## src/hw/rtl/cobs_frame_encoder_core_defines.svh

```systemverilog
// assertion macros used by the encoder core rtl
`ifndef COBS_FRAME_ENCODER_CORE_DEFINES_SVH
`define COBS_FRAME_ENCODER_CORE_DEFINES_SVH

// generic form with explicit clock and active-low reset
`define COBSENC_ASSERT_CLK(lbl, clk, rst_n, prop, msg) \
  lbl: assert property (@(posedge clk) disable iff (!rst_n) prop) else $error(msg);

// form used inside modules that have clk_i and rst_ni
`define COBSENC_ASSERT(lbl, prop, msg) \
  `COBSENC_ASSERT_CLK(lbl, clk_i, rst_ni, prop, msg)

`endif

```

## src/hw/rtl/cobsenc_pkg.sv

```systemverilog
package cobsenc_pkg;

  localparam int ByteW      = 8;
  localparam int DepthW     = 6;
  localparam int RunW       = 5;
  localparam int RepW       = RunW + 1;
  localparam int CfgIdxW    = 2;
  localparam int MaxResults = 64;
  localparam int CntW       = $clog2(MaxResults + 1);

  localparam logic [DepthW-1:0] MinDepth      = 6'd4;
  localparam logic [DepthW-1:0] DepthReset    = 6'd32;
  localparam logic [RunW-1:0]   RunMinLen     = 5'd2;
  localparam logic [ByteW-1:0]  RunCodeOffset = 8'd127;
  localparam logic [ByteW-1:0]  ZeroCode      = 8'h00;

  typedef enum logic [CfgIdxW-1:0] {
    CfgDelimiter  = 2'd0,
    CfgBlockDepth = 2'd1,
    CfgRunLength  = 2'd2,
    CfgRunByte    = 2'd3
  } cfg_idx_e;

  typedef enum logic {
    OpEncode = 1'b0,
    OpFinish = 1'b1
  } op_e;

  typedef struct packed {
    op_e              operation;
    logic [ByteW-1:0] data_byte;
  } in_item_t;

  typedef struct packed {
    logic [ByteW-1:0] out_byte;
    logic             last;
  } out_item_t;

  // sequencer to output stage
  typedef struct packed {
    logic             start;
    logic             emit;
    logic             close;
    logic [ByteW-1:0] data;
  } emit_req_t;

  // output stage to sequencer
  typedef struct packed {
    logic grant;
    logic held;
  } emit_rsp_t;

endpackage

```

## src/hw/rtl/cobs_frame_encoder_core.sv

```systemverilog
// Byte-stuffing frame encoder with optional run elimination.
// Input channel (in_valid_i / in_stall_o) carries one item: a data byte or
// a finish-frame command. Output channel (out_valid_o / out_stall_i) carries
// encoded bytes; last marks the final byte caused by an input item.
// Registers (delimiter, block depth, run length, run byte) are written over
// the cfg port; the user must write them only while the encoder is idle, as
// the block does not enforce it. cfg_ready_o is always high. A plain data
// byte that is only buffered yields nothing. Other items, once accepted, run
// a sequencer over the block buffer memory: a put decision per step (a
// stored byte, a flush started by a full block or a delimiter, or the check
// that no puts remain), a block flush of the code byte and then each
// buffered byte, the flush checks and the delimiter of a finish, and a last
// step handing the flagged final byte to the output register. Throughput is
// set by the single read port of the block buffer, one encoded byte per
// cycle while the receiver does not stall. Results appear one byte behind
// the sequencer, since each byte is held back until it is known whether it
// is the last of its item. A receiver stall freezes the sequencer once the
// output register and hold slot are both full, losing nothing; bytes past
// MaxResults (64) for one item are dropped. Reset empties the block, clears
// any pending run and restores register defaults at once, with no clearing pass.
`include "cobs_frame_encoder_core_defines.svh"

module cobs_frame_encoder_core #(
  parameter int MAX_DEPTH = 32
) (
  input  logic                                clk_i,
  input  logic                                rst_ni,
  input  logic                                in_valid_i,
  output logic                                in_stall_o,
  input  cobsenc_pkg::in_item_t               in_item_i,
  output logic                                out_valid_o,
  input  logic                                out_stall_i,
  output cobsenc_pkg::out_item_t              out_item_o,
  input  logic                                cfg_valid_i,
  output logic                                cfg_ready_o,
  input  logic [cobsenc_pkg::CfgIdxW-1:0]     cfg_index_i,
  input  logic [cobsenc_pkg::ByteW-1:0]       cfg_data_i
);

  localparam int FillW = $clog2(MAX_DEPTH + 1);
  localparam int AddrW = $clog2(MAX_DEPTH);
  localparam logic [cobsenc_pkg::DepthW-1:0] MaxDepthV = cobsenc_pkg::DepthW'(MAX_DEPTH);

  typedef enum logic [7:0] {
    S_IDLE  = 8'b0000_0001,
    S_PUT   = 8'b0000_0010,
    S_CODE  = 8'b0000_0100,
    S_DATA  = 8'b0000_1000,
    S_FIN1  = 8'b0001_0000,
    S_FIN2  = 8'b0010_0000,
    S_DELIM = 8'b0100_0000,
    S_LAST  = 8'b1000_0000
  } state_e;

  // configuration
  logic [cobsenc_pkg::ByteW-1:0]  delim_q;
  logic [cobsenc_pkg::DepthW-1:0] depth_q;
  logic [cobsenc_pkg::RunW-1:0]   runlen_q;
  logic [cobsenc_pkg::ByteW-1:0]  runbyte_q;

  // sequencer state
  state_e                         state_q, state_d, ret_q, ret_d;
  logic                           rc_q, rc_d;
  logic                           fin_q, fin_d;
  logic [cobsenc_pkg::ByteW-1:0]  byte_q, byte_d;
  logic [cobsenc_pkg::RepW-1:0]   rep_q, rep_d;
  logic [cobsenc_pkg::RunW-1:0]   pend_q, pend_d;
  logic [FillW-1:0]               fill_q, fill_d;
  logic [FillW-1:0]               idx_q, idx_d;

  // block buffer
  logic [cobsenc_pkg::ByteW-1:0]  mem [MAX_DEPTH];
  logic [cobsenc_pkg::ByteW-1:0]  rdata_q;
  logic                           we;
  logic [AddrW-1:0]               wa;
  logic [cobsenc_pkg::ByteW-1:0]  wd;

  cobsenc_pkg::emit_req_t         req;
  cobsenc_pkg::emit_rsp_t         rsp;

  logic [cobsenc_pkg::DepthW-1:0] eff;
  logic                           full;
  logic [cobsenc_pkg::ByteW-1:0]  fill8, code0, code;
  logic [cobsenc_pkg::ByteW-1:0]  put_byte;
  logic [cobsenc_pkg::RunW-1:0]   pend_inc;
  logic                           run_on;

  always_comb begin
    if (depth_q < cobsenc_pkg::MinDepth) begin
      eff = cobsenc_pkg::MinDepth;
    end else if (depth_q > MaxDepthV) begin
      eff = MaxDepthV;
    end else begin
      eff = depth_q;
    end
    full  = cobsenc_pkg::DepthW'(fill_q) >= eff;
    fill8 = cobsenc_pkg::ByteW'(fill_q);
    code0 = (delim_q != cobsenc_pkg::ZeroCode && fill8 == delim_q) ? cobsenc_pkg::ZeroCode
                                                                   : fill8;
    code  = rc_q ? code0 + cobsenc_pkg::RunCodeOffset : code0;
    // the item's own byte is the last put of a data transaction
    put_byte = (rep_q == cobsenc_pkg::RepW'(1) && !fin_q) ? byte_q : runbyte_q;
    pend_inc = pend_q + cobsenc_pkg::RunW'(1);
    run_on   = runlen_q >= cobsenc_pkg::RunMinLen;
  end

  always_comb begin
    state_d   = state_q;
    ret_d     = ret_q;
    rc_d      = rc_q;
    fin_d     = fin_q;
    byte_d    = byte_q;
    rep_d     = rep_q;
    pend_d    = pend_q;
    fill_d    = fill_q;
    idx_d     = idx_q;
    we        = 1'b0;
    wa        = fill_q[AddrW-1:0];
    wd        = put_byte;
    req.start = 1'b0;
    req.emit  = 1'b0;
    req.close = 1'b0;
    req.data  = code;

    unique case (state_q)
      S_IDLE: begin
        if (in_valid_i) begin
          req.start = 1'b1;
          fin_d     = (in_item_i.operation == cobsenc_pkg::OpFinish);
          byte_d    = in_item_i.data_byte;
          if (in_item_i.operation == cobsenc_pkg::OpFinish) begin
            rep_d   = cobsenc_pkg::RepW'(pend_q);
            pend_d  = '0;
            state_d = S_PUT;
          end else if (run_on && in_item_i.data_byte == runbyte_q) begin
            if (pend_inc >= runlen_q) begin
              // complete run closes the block with the run code
              pend_d  = '0;
              rc_d    = 1'b1;
              ret_d   = S_LAST;
              state_d = S_CODE;
            end else begin
              pend_d = pend_inc;
            end
          end else if (pend_q != '0 && in_item_i.data_byte != runbyte_q) begin
            // broken run: replay it, then put the byte
            rep_d   = cobsenc_pkg::RepW'(pend_q) + cobsenc_pkg::RepW'(1);
            pend_d  = '0;
            state_d = S_PUT;
          end else if (!full && in_item_i.data_byte != delim_q) begin
            we     = 1'b1;
            wd     = in_item_i.data_byte;
            fill_d = fill_q + FillW'(1);
          end else begin
            rep_d   = cobsenc_pkg::RepW'(1);
            state_d = S_PUT;
          end
        end
      end
      S_PUT: begin
        if (rep_q == '0) begin
          state_d = fin_q ? S_FIN1 : S_LAST;
        end else if (full) begin
          rc_d    = 1'b0;
          ret_d   = S_PUT;
          state_d = S_CODE;
        end else if (put_byte != delim_q) begin
          we     = 1'b1;
          fill_d = fill_q + FillW'(1);
          rep_d  = rep_q - cobsenc_pkg::RepW'(1);
          if (rep_q == cobsenc_pkg::RepW'(1)) begin
            state_d = fin_q ? S_FIN1 : S_LAST;
          end
        end else begin
          rep_d   = rep_q - cobsenc_pkg::RepW'(1);
          rc_d    = 1'b0;
          ret_d   = S_PUT;
          state_d = S_CODE;
        end
      end
      S_CODE: begin
        req.emit = 1'b1;
        req.data = code;
        if (rsp.grant) begin
          if (fill_q == FillW'(1)) begin
            state_d = ret_q;
          end else begin
            idx_d   = FillW'(1);
            state_d = S_DATA;
          end
        end
      end
      S_DATA: begin
        req.emit = 1'b1;
        req.data = rdata_q;
        if (rsp.grant) begin
          if (idx_q + FillW'(1) >= fill_q) begin
            fill_d  = FillW'(1);
            state_d = ret_q;
          end else begin
            idx_d = idx_q + FillW'(1);
          end
        end
      end
      S_FIN1: begin
        rc_d  = 1'b0;
        if (full) begin
          ret_d   = S_FIN2;
          state_d = S_CODE;
        end else begin
          state_d = S_FIN2;
        end
      end
      S_FIN2: begin
        rc_d    = 1'b0;
        ret_d   = S_DELIM;
        state_d = S_CODE;
      end
      S_DELIM: begin
        req.emit = 1'b1;
        req.data = delim_q;
        if (rsp.grant) begin
          state_d = S_LAST;
        end
      end
      S_LAST: begin
        req.close = 1'b1;
        if (rsp.grant) begin
          state_d = S_IDLE;
        end
      end
      default: begin
        state_d = S_IDLE;
      end
    endcase
  end

  always_ff @(posedge clk_i or negedge rst_ni) begin
    if (!rst_ni) begin
      state_q   <= S_IDLE;
      ret_q     <= S_IDLE;
      rc_q      <= 1'b0;
      fin_q     <= 1'b0;
      rep_q     <= '0;
      pend_q    <= '0;
      fill_q    <= FillW'(1);
      idx_q     <= FillW'(1);
      delim_q   <= cobsenc_pkg::ZeroCode;
      depth_q   <= cobsenc_pkg::DepthReset;
      runlen_q  <= '0;
      runbyte_q <= cobsenc_pkg::ZeroCode;
    end else begin
      state_q <= state_d;
      ret_q   <= ret_d;
      rc_q    <= rc_d;
      fin_q   <= fin_d;
      rep_q   <= rep_d;
      pend_q  <= pend_d;
      fill_q  <= fill_d;
      idx_q   <= idx_d;
      if (cfg_valid_i) begin
        unique case (cfg_index_i)
          cobsenc_pkg::CfgDelimiter:  delim_q   <= cfg_data_i;
          cobsenc_pkg::CfgBlockDepth: depth_q   <= cfg_data_i[cobsenc_pkg::DepthW-1:0];
          cobsenc_pkg::CfgRunLength:  runlen_q  <= cfg_data_i[cobsenc_pkg::RunW-1:0];
          cobsenc_pkg::CfgRunByte:    runbyte_q <= cfg_data_i;
          default: ;
        endcase
      end
    end
  end

  always_ff @(posedge clk_i) begin
    byte_q <= byte_d;
  end

  // read address follows the next index so data is ready when the flush advances
  always_ff @(posedge clk_i) begin
    if (we) begin
      mem[wa] <= wd;
    end
    rdata_q <= mem[idx_d[AddrW-1:0]];
  end

  cobsenc_out u_out (
    .clk_i       (clk_i),
    .rst_ni      (rst_ni),
    .req_i       (req),
    .rsp_o       (rsp),
    .out_valid_o (out_valid_o),
    .out_stall_i (out_stall_i),
    .out_item_o  (out_item_o)
  );

  assign in_stall_o  = (state_q != S_IDLE);
  assign cfg_ready_o = 1'b1;

  `COBSENC_ASSERT(a_idle_no_held, (state_q == S_IDLE) |-> !rsp.held, "held byte left while idle")
  `COBSENC_ASSERT(a_store_in_block, we |-> (cobsenc_pkg::DepthW'(fill_q) < eff), "store past block")
  `COBSENC_ASSERT(a_read_in_fill, (state_q == S_DATA) |-> (idx_q < fill_q), "flush index past fill")

endmodule

```

## src/hw/rtl/cobsenc_out.sv

```systemverilog
module cobsenc_out (
  input  logic                  clk_i,
  input  logic                  rst_ni,
  input  cobsenc_pkg::emit_req_t req_i,
  output cobsenc_pkg::emit_rsp_t rsp_o,
  output logic                  out_valid_o,
  input  logic                  out_stall_i,
  output cobsenc_pkg::out_item_t out_item_o
);

  logic                         hv_q, hv_d;
  logic [cobsenc_pkg::ByteW-1:0] hb_q, hb_d;
  logic                         ov_q, ov_d;
  logic [cobsenc_pkg::ByteW-1:0] ob_q, ob_d;
  logic                         ol_q, ol_d;
  logic [cobsenc_pkg::CntW-1:0] cnt_q, cnt_d;
  logic                         free, grant, cap, load, load_last;

  // one byte is held back so the final byte of a transaction can be flagged
  always_comb begin
    free      = !ov_q || !out_stall_i;
    grant     = !hv_q || free;
    cap       = (cnt_q == cobsenc_pkg::CntW'(cobsenc_pkg::MaxResults));
    hv_d      = hv_q;
    hb_d      = hb_q;
    cnt_d     = cnt_q;
    load      = 1'b0;
    load_last = 1'b0;
    if (req_i.start) begin
      cnt_d = '0;
    end
    if (req_i.emit && grant && !cap) begin
      load  = hv_q;
      hb_d  = req_i.data;
      hv_d  = 1'b1;
      cnt_d = cnt_q + cobsenc_pkg::CntW'(1);
    end else if (req_i.close && grant && hv_q) begin
      load      = 1'b1;
      load_last = 1'b1;
      hv_d      = 1'b0;
    end
    ov_d = (ov_q && out_stall_i) || load;
    ob_d = load ? hb_q : ob_q;
    ol_d = load ? load_last : ol_q;
  end

  always_ff @(posedge clk_i or negedge rst_ni) begin
    if (!rst_ni) begin
      hv_q  <= 1'b0;
      ov_q  <= 1'b0;
      cnt_q <= '0;
    end else begin
      hv_q  <= hv_d;
      ov_q  <= ov_d;
      cnt_q <= cnt_d;
    end
  end

  always_ff @(posedge clk_i) begin
    hb_q <= hb_d;
    ob_q <= ob_d;
    ol_q <= ol_d;
  end

  assign rsp_o.grant         = grant;
  assign rsp_o.held          = hv_q;
  assign out_valid_o         = ov_q;
  assign out_item_o.out_byte = ob_q;
  assign out_item_o.last     = ol_q;

endmodule
```

## config.mk

```make
export PLATFORM = sky130hd
export DESIGN_NAME = cobs_frame_encoder_core
export DESIGN_NICKNAME = d
export VERILOG_FILES = /design/src/hw/rtl/cobsenc_pkg.sv /design/src/hw/rtl/cobs_frame_encoder_core.sv /design/src/hw/rtl/cobsenc_out.sv
export VERILOG_INCLUDE_DIRS = /design/src /design/src/hw/rtl
export SDC_FILE = /design/constraint.sdc
export NUM_CORES = 1
export LEC_CHECK = 0
export BUFFER_PORTS_ARGS = -buffer_cell sky130_fd_sc_hd__buf_2
export CAP_MARGIN = 20
export CORE_ASPECT_RATIO = 0.8
export CORE_UTILIZATION = 42
export CTS_CLUSTER_SIZE = 30
export DETAILED_ROUTE_END_ITERATION = 10
export GPL_TIMING_DRIVEN = 0
export PLACE_DENSITY = 0.54
export SLEW_MARGIN = 40
export SYNTH_ARGS = -nofsm -noshare
export SYNTH_HDL_FRONTEND = slang
export SYNTH_SLANG_ARGS = --single-unit
```

## constraint.sdc

```tcl
create_clock -name clk_i -period 8.2 [get_ports clk_i]
set_input_delay 1.23 -clock clk_i [delete_from_list [all_inputs] [get_ports clk_i]]
set_output_delay 1.23 -clock clk_i [all_outputs]
set_load 0.1 [all_outputs]
```

==> flow_summary.toml <==
[yosys]
synth_ff_type = "edfxtp_1"
synth_commonest_cells = "281 x edfxtp_1, 147 x nand2_1, 81 x mux2i_1"
synthTopCellsByArea = "edfxtp_1 51%, dfrtp_1 10%, mux2i_1 4.9%, nand2_1 3.3%, ha_1 2.2%"
ys_warn_count = 0
ys_async_sr_fraction = 0.204
synth_cell_types = 76
netlist_instances = 1279
yosysTopAreaCell = "edfxtp_1"
yosysTopAreaCellShare = 0.509
yosys_register_bits = 363
syn_area_per_cell_um2 = 13.0
synth_seq_area_share = 0.631
synth.most_common_cell = "edfxtp_1"
synth_edf_count = 281
syn_nets = 1332
synthesis.area_mm2 = 0.0166

[routing]
firstDrtPassIters = 7
drt_wl_total_um = 43500
ant_nets = 0
first_iter_violations = 1009
route.detailed.drc = 0
routed-via-count = 10822
viasPerCell = 5.62
wl_per_cell_um = 22.6

[sta]
rsz0062_at_grt = "no"
setup_viol = 0
skew_ns = 0.0277
hold_slack_ns = 0.416
slew_headroom = 0.432
tightest_slew_ns = 0.851
fin_setup_tns_ns = 0
fin_crit_ns = 4.85
finalHoldViolations = 0
period_share = 0.591
max_freq_ghz = 0.206
drv_slew = 0

[setup_path]
end_kind = "flip-flop"
crit_type = "reg2reg"
cp_num_buf_inv = 5
reg2reg_to = "mem[21][6]"
worst_path_max_delay_cell = "nor3_2"
slowest_delay_ns = 0.75
crit_required_ns = 8.36
start_kind = "flip-flop"
crit_fanout = 10
worstReg2RegStart = "fill_q[0]"
path_cells = "clkbuf_1, inv_1, ha_1, nand2b_1, a21o_1, a21oi_1, o2111ai_1, or3_1, clkbuf_1, o31a_1, clkbuf_1, buf_1, nor3_2"
r2r_cells = 13
reg2reg_slack_ns = 3.35
cp.arrival_ns = 5.00
cp_top_family = "buffers and inverters"
crit_top_cell = "clkbuf_1"

[pwr]
power.density_mw_per_mm2 = 350
ir_worst_vdd_uv = 176
p_seq_frac = 0.375
combPwrFrac = 0.367
power.switching_w = 0.00252
clockPowerShare = 0.258
p_sw_frac = 0.376
internal_power_w = 0.00418
p_leak_nw = 6.76

[cts]
postCtsSetupRepairBufs = 0
clock-sinks = 363
clk_latency_ns = 0.55
numCtsBuffers = 40
cts_buffer_depth = 3
htree_levels = 2
cts_resized = 0
clockRootBuffer = "clkbuf_16"
hold_buffers = 0
cts_tree = "done"
cts.clk_slew.worst_paths_ns = 0.06

[grt]
grt_pass1_vias = 10343
grt_max_degree = 43
grtUsageTotal = 0.218
grt_pass1_wl_um = 65500
antenna_found_initial = 0
overflow = 0

[floorplan]
dieWidth_um = 224
coreArea_mm2 = 0.0385
ios = 36
initial_utilization = 0.430
die-area_mm2 = 0.0402
die_y_um = 180
rows = 64

[placement]
gp_congestion = 0.897
place_area_mm2 = 0.0179
port_buffers = 33
post-dp-hpwl_um = 31200

[min_path]
min_from = "u_out.hb_q[4]"
hold_end = "u_out.ob_q[4]"
hp-class = "reg2reg"
hold_path_depth = 0

[cells_and_area]
design_area_mm2 = 0.0192
area_delta_synth_final_pct = 15.6
diodes = 0
finalNetCount = 1422
drive_gt1_frac = 0.180
fill_cells = 3403
final_util = 0.497

[outcome]
outcome = "completed"

[flow_run]
maxCapViolations = 0
==> worst max path at each step <==
stage,cells past startpoint,slack [ns],startpoint,to
global placement,10,1.37,in_item_i[7],mem[1][5]
global route,13,3.07,fill_q[0],mem[25][7]
detailed placement,11,2.81,in_item_i[7],mem[0][0]
floorplan,10,4.06,in_item_i[5],mem[10][0]
CTS,11,3.39,in_item_i[7],mem[0][3]
finish,13,3.35,fill_q[0],mem[21][6]
==> flip-flops by register name, indices dropped and copies added (netlist names), 7 cells and up <==
register	flops
byte_q	8
u_out.hb_q	8
delim_q	8
u_out.cnt_q	7
u_out.ob_q	8
runbyte_q	8
state_q	8
mem	256
rdata_q	8
==> worst register-to-register path, stage by stage, from the launching register on <==
cell and delay [ns]:
dfstp_2 0.58, clkbuf_1 0.31, inv_1 0.21, ha_1 0.33
nand2b_1 0.14, a21o_1 0.18, a21oi_1 0.27, o2111ai_1 0.21
or3_1 0.34, clkbuf_1 0.25, o31a_1 0.18, clkbuf_1 0.26
buf_1 0.44, nor3_2 0.75
==> routing by layer <==
layer  vias to the layer above  part of all wire  track usage
li1                       5059                 -            -
met1                      5387              0.50        0.349
met2                       321              0.42        0.301
met3                        55             0.067       0.0405
met4                         0             0.015       0.0479
met5                         -                 0            0
==> through the flow <==
stage          power [W]  instances  setup WS [ns]
2_1_floorplan    0.00403       1279           4.06
3_3_place_gp     0.00480       1840           1.37
3_5_place_dp     0.00499       1854           2.81
4_1_cts          0.00673       1924           3.39
5_1_grt          0.00702       1925           3.07
6_report         0.00671       1925           3.35
==> final cells by class <==
| type | count | area (um2) | share of cell area |
|---|---|---|---|
| buffer | 68 | 359 | 0.0188 |
| clock buffer | 47 | 1050 | 0.0547 |
| clock inverter | 23 | 200 | 0.0105 |
| inverter | 41 | 159 | 0.00830 |
| multi-input combinational | 807 | 5880 | 0.307 |
| sequential | 363 | 10500 | 0.546 |
| tap | 528 | 661 | 0.0345 |
| timing repair buffer | 48 | 384 | 0.0201 |
==> power by group through the flow <==
stage                     clock network [W]  registers [W]  logic (W)
after floorplan                           0        0.00259    0.00144
after global placement                    0        0.00258    0.00221
after detailed placement                  0        0.00255    0.00243
after CTS                           0.00177        0.00251    0.00244
after global routing                0.00183        0.00253    0.00266
final                               0.00173        0.00252    0.00246
==> cells in the final DEF (no fill, tap or decap), types with 38 or more instances in the layout <==
cell / netlist / final
nand3_1: 58 / 58
nand2_1: 147 / 147
nor2_1: 38 / 38
buf_2: 17 / 52
clkbuf_16: 0 / 41
edfxtp_1: 281 / 281
dfrtp_1: 69 / 69
mux2i_1: 81 / 81
a21oi_1: 47 / 39
o21ai_0: 42 / 42
==> logic make-up after synthesis <==
logic type / share of synthesized area
buffers and inverters: 0.0312
DFF: 0.631
AOI/OAI and AO/OA: 0.102
other: 0.000226
adders and majority gates: 0.0219
xor gates and xnor gates: 0.0222
muxes: 0.0731
and+or+nand+nor: 0.118
(Power assumes the default switching activity.)
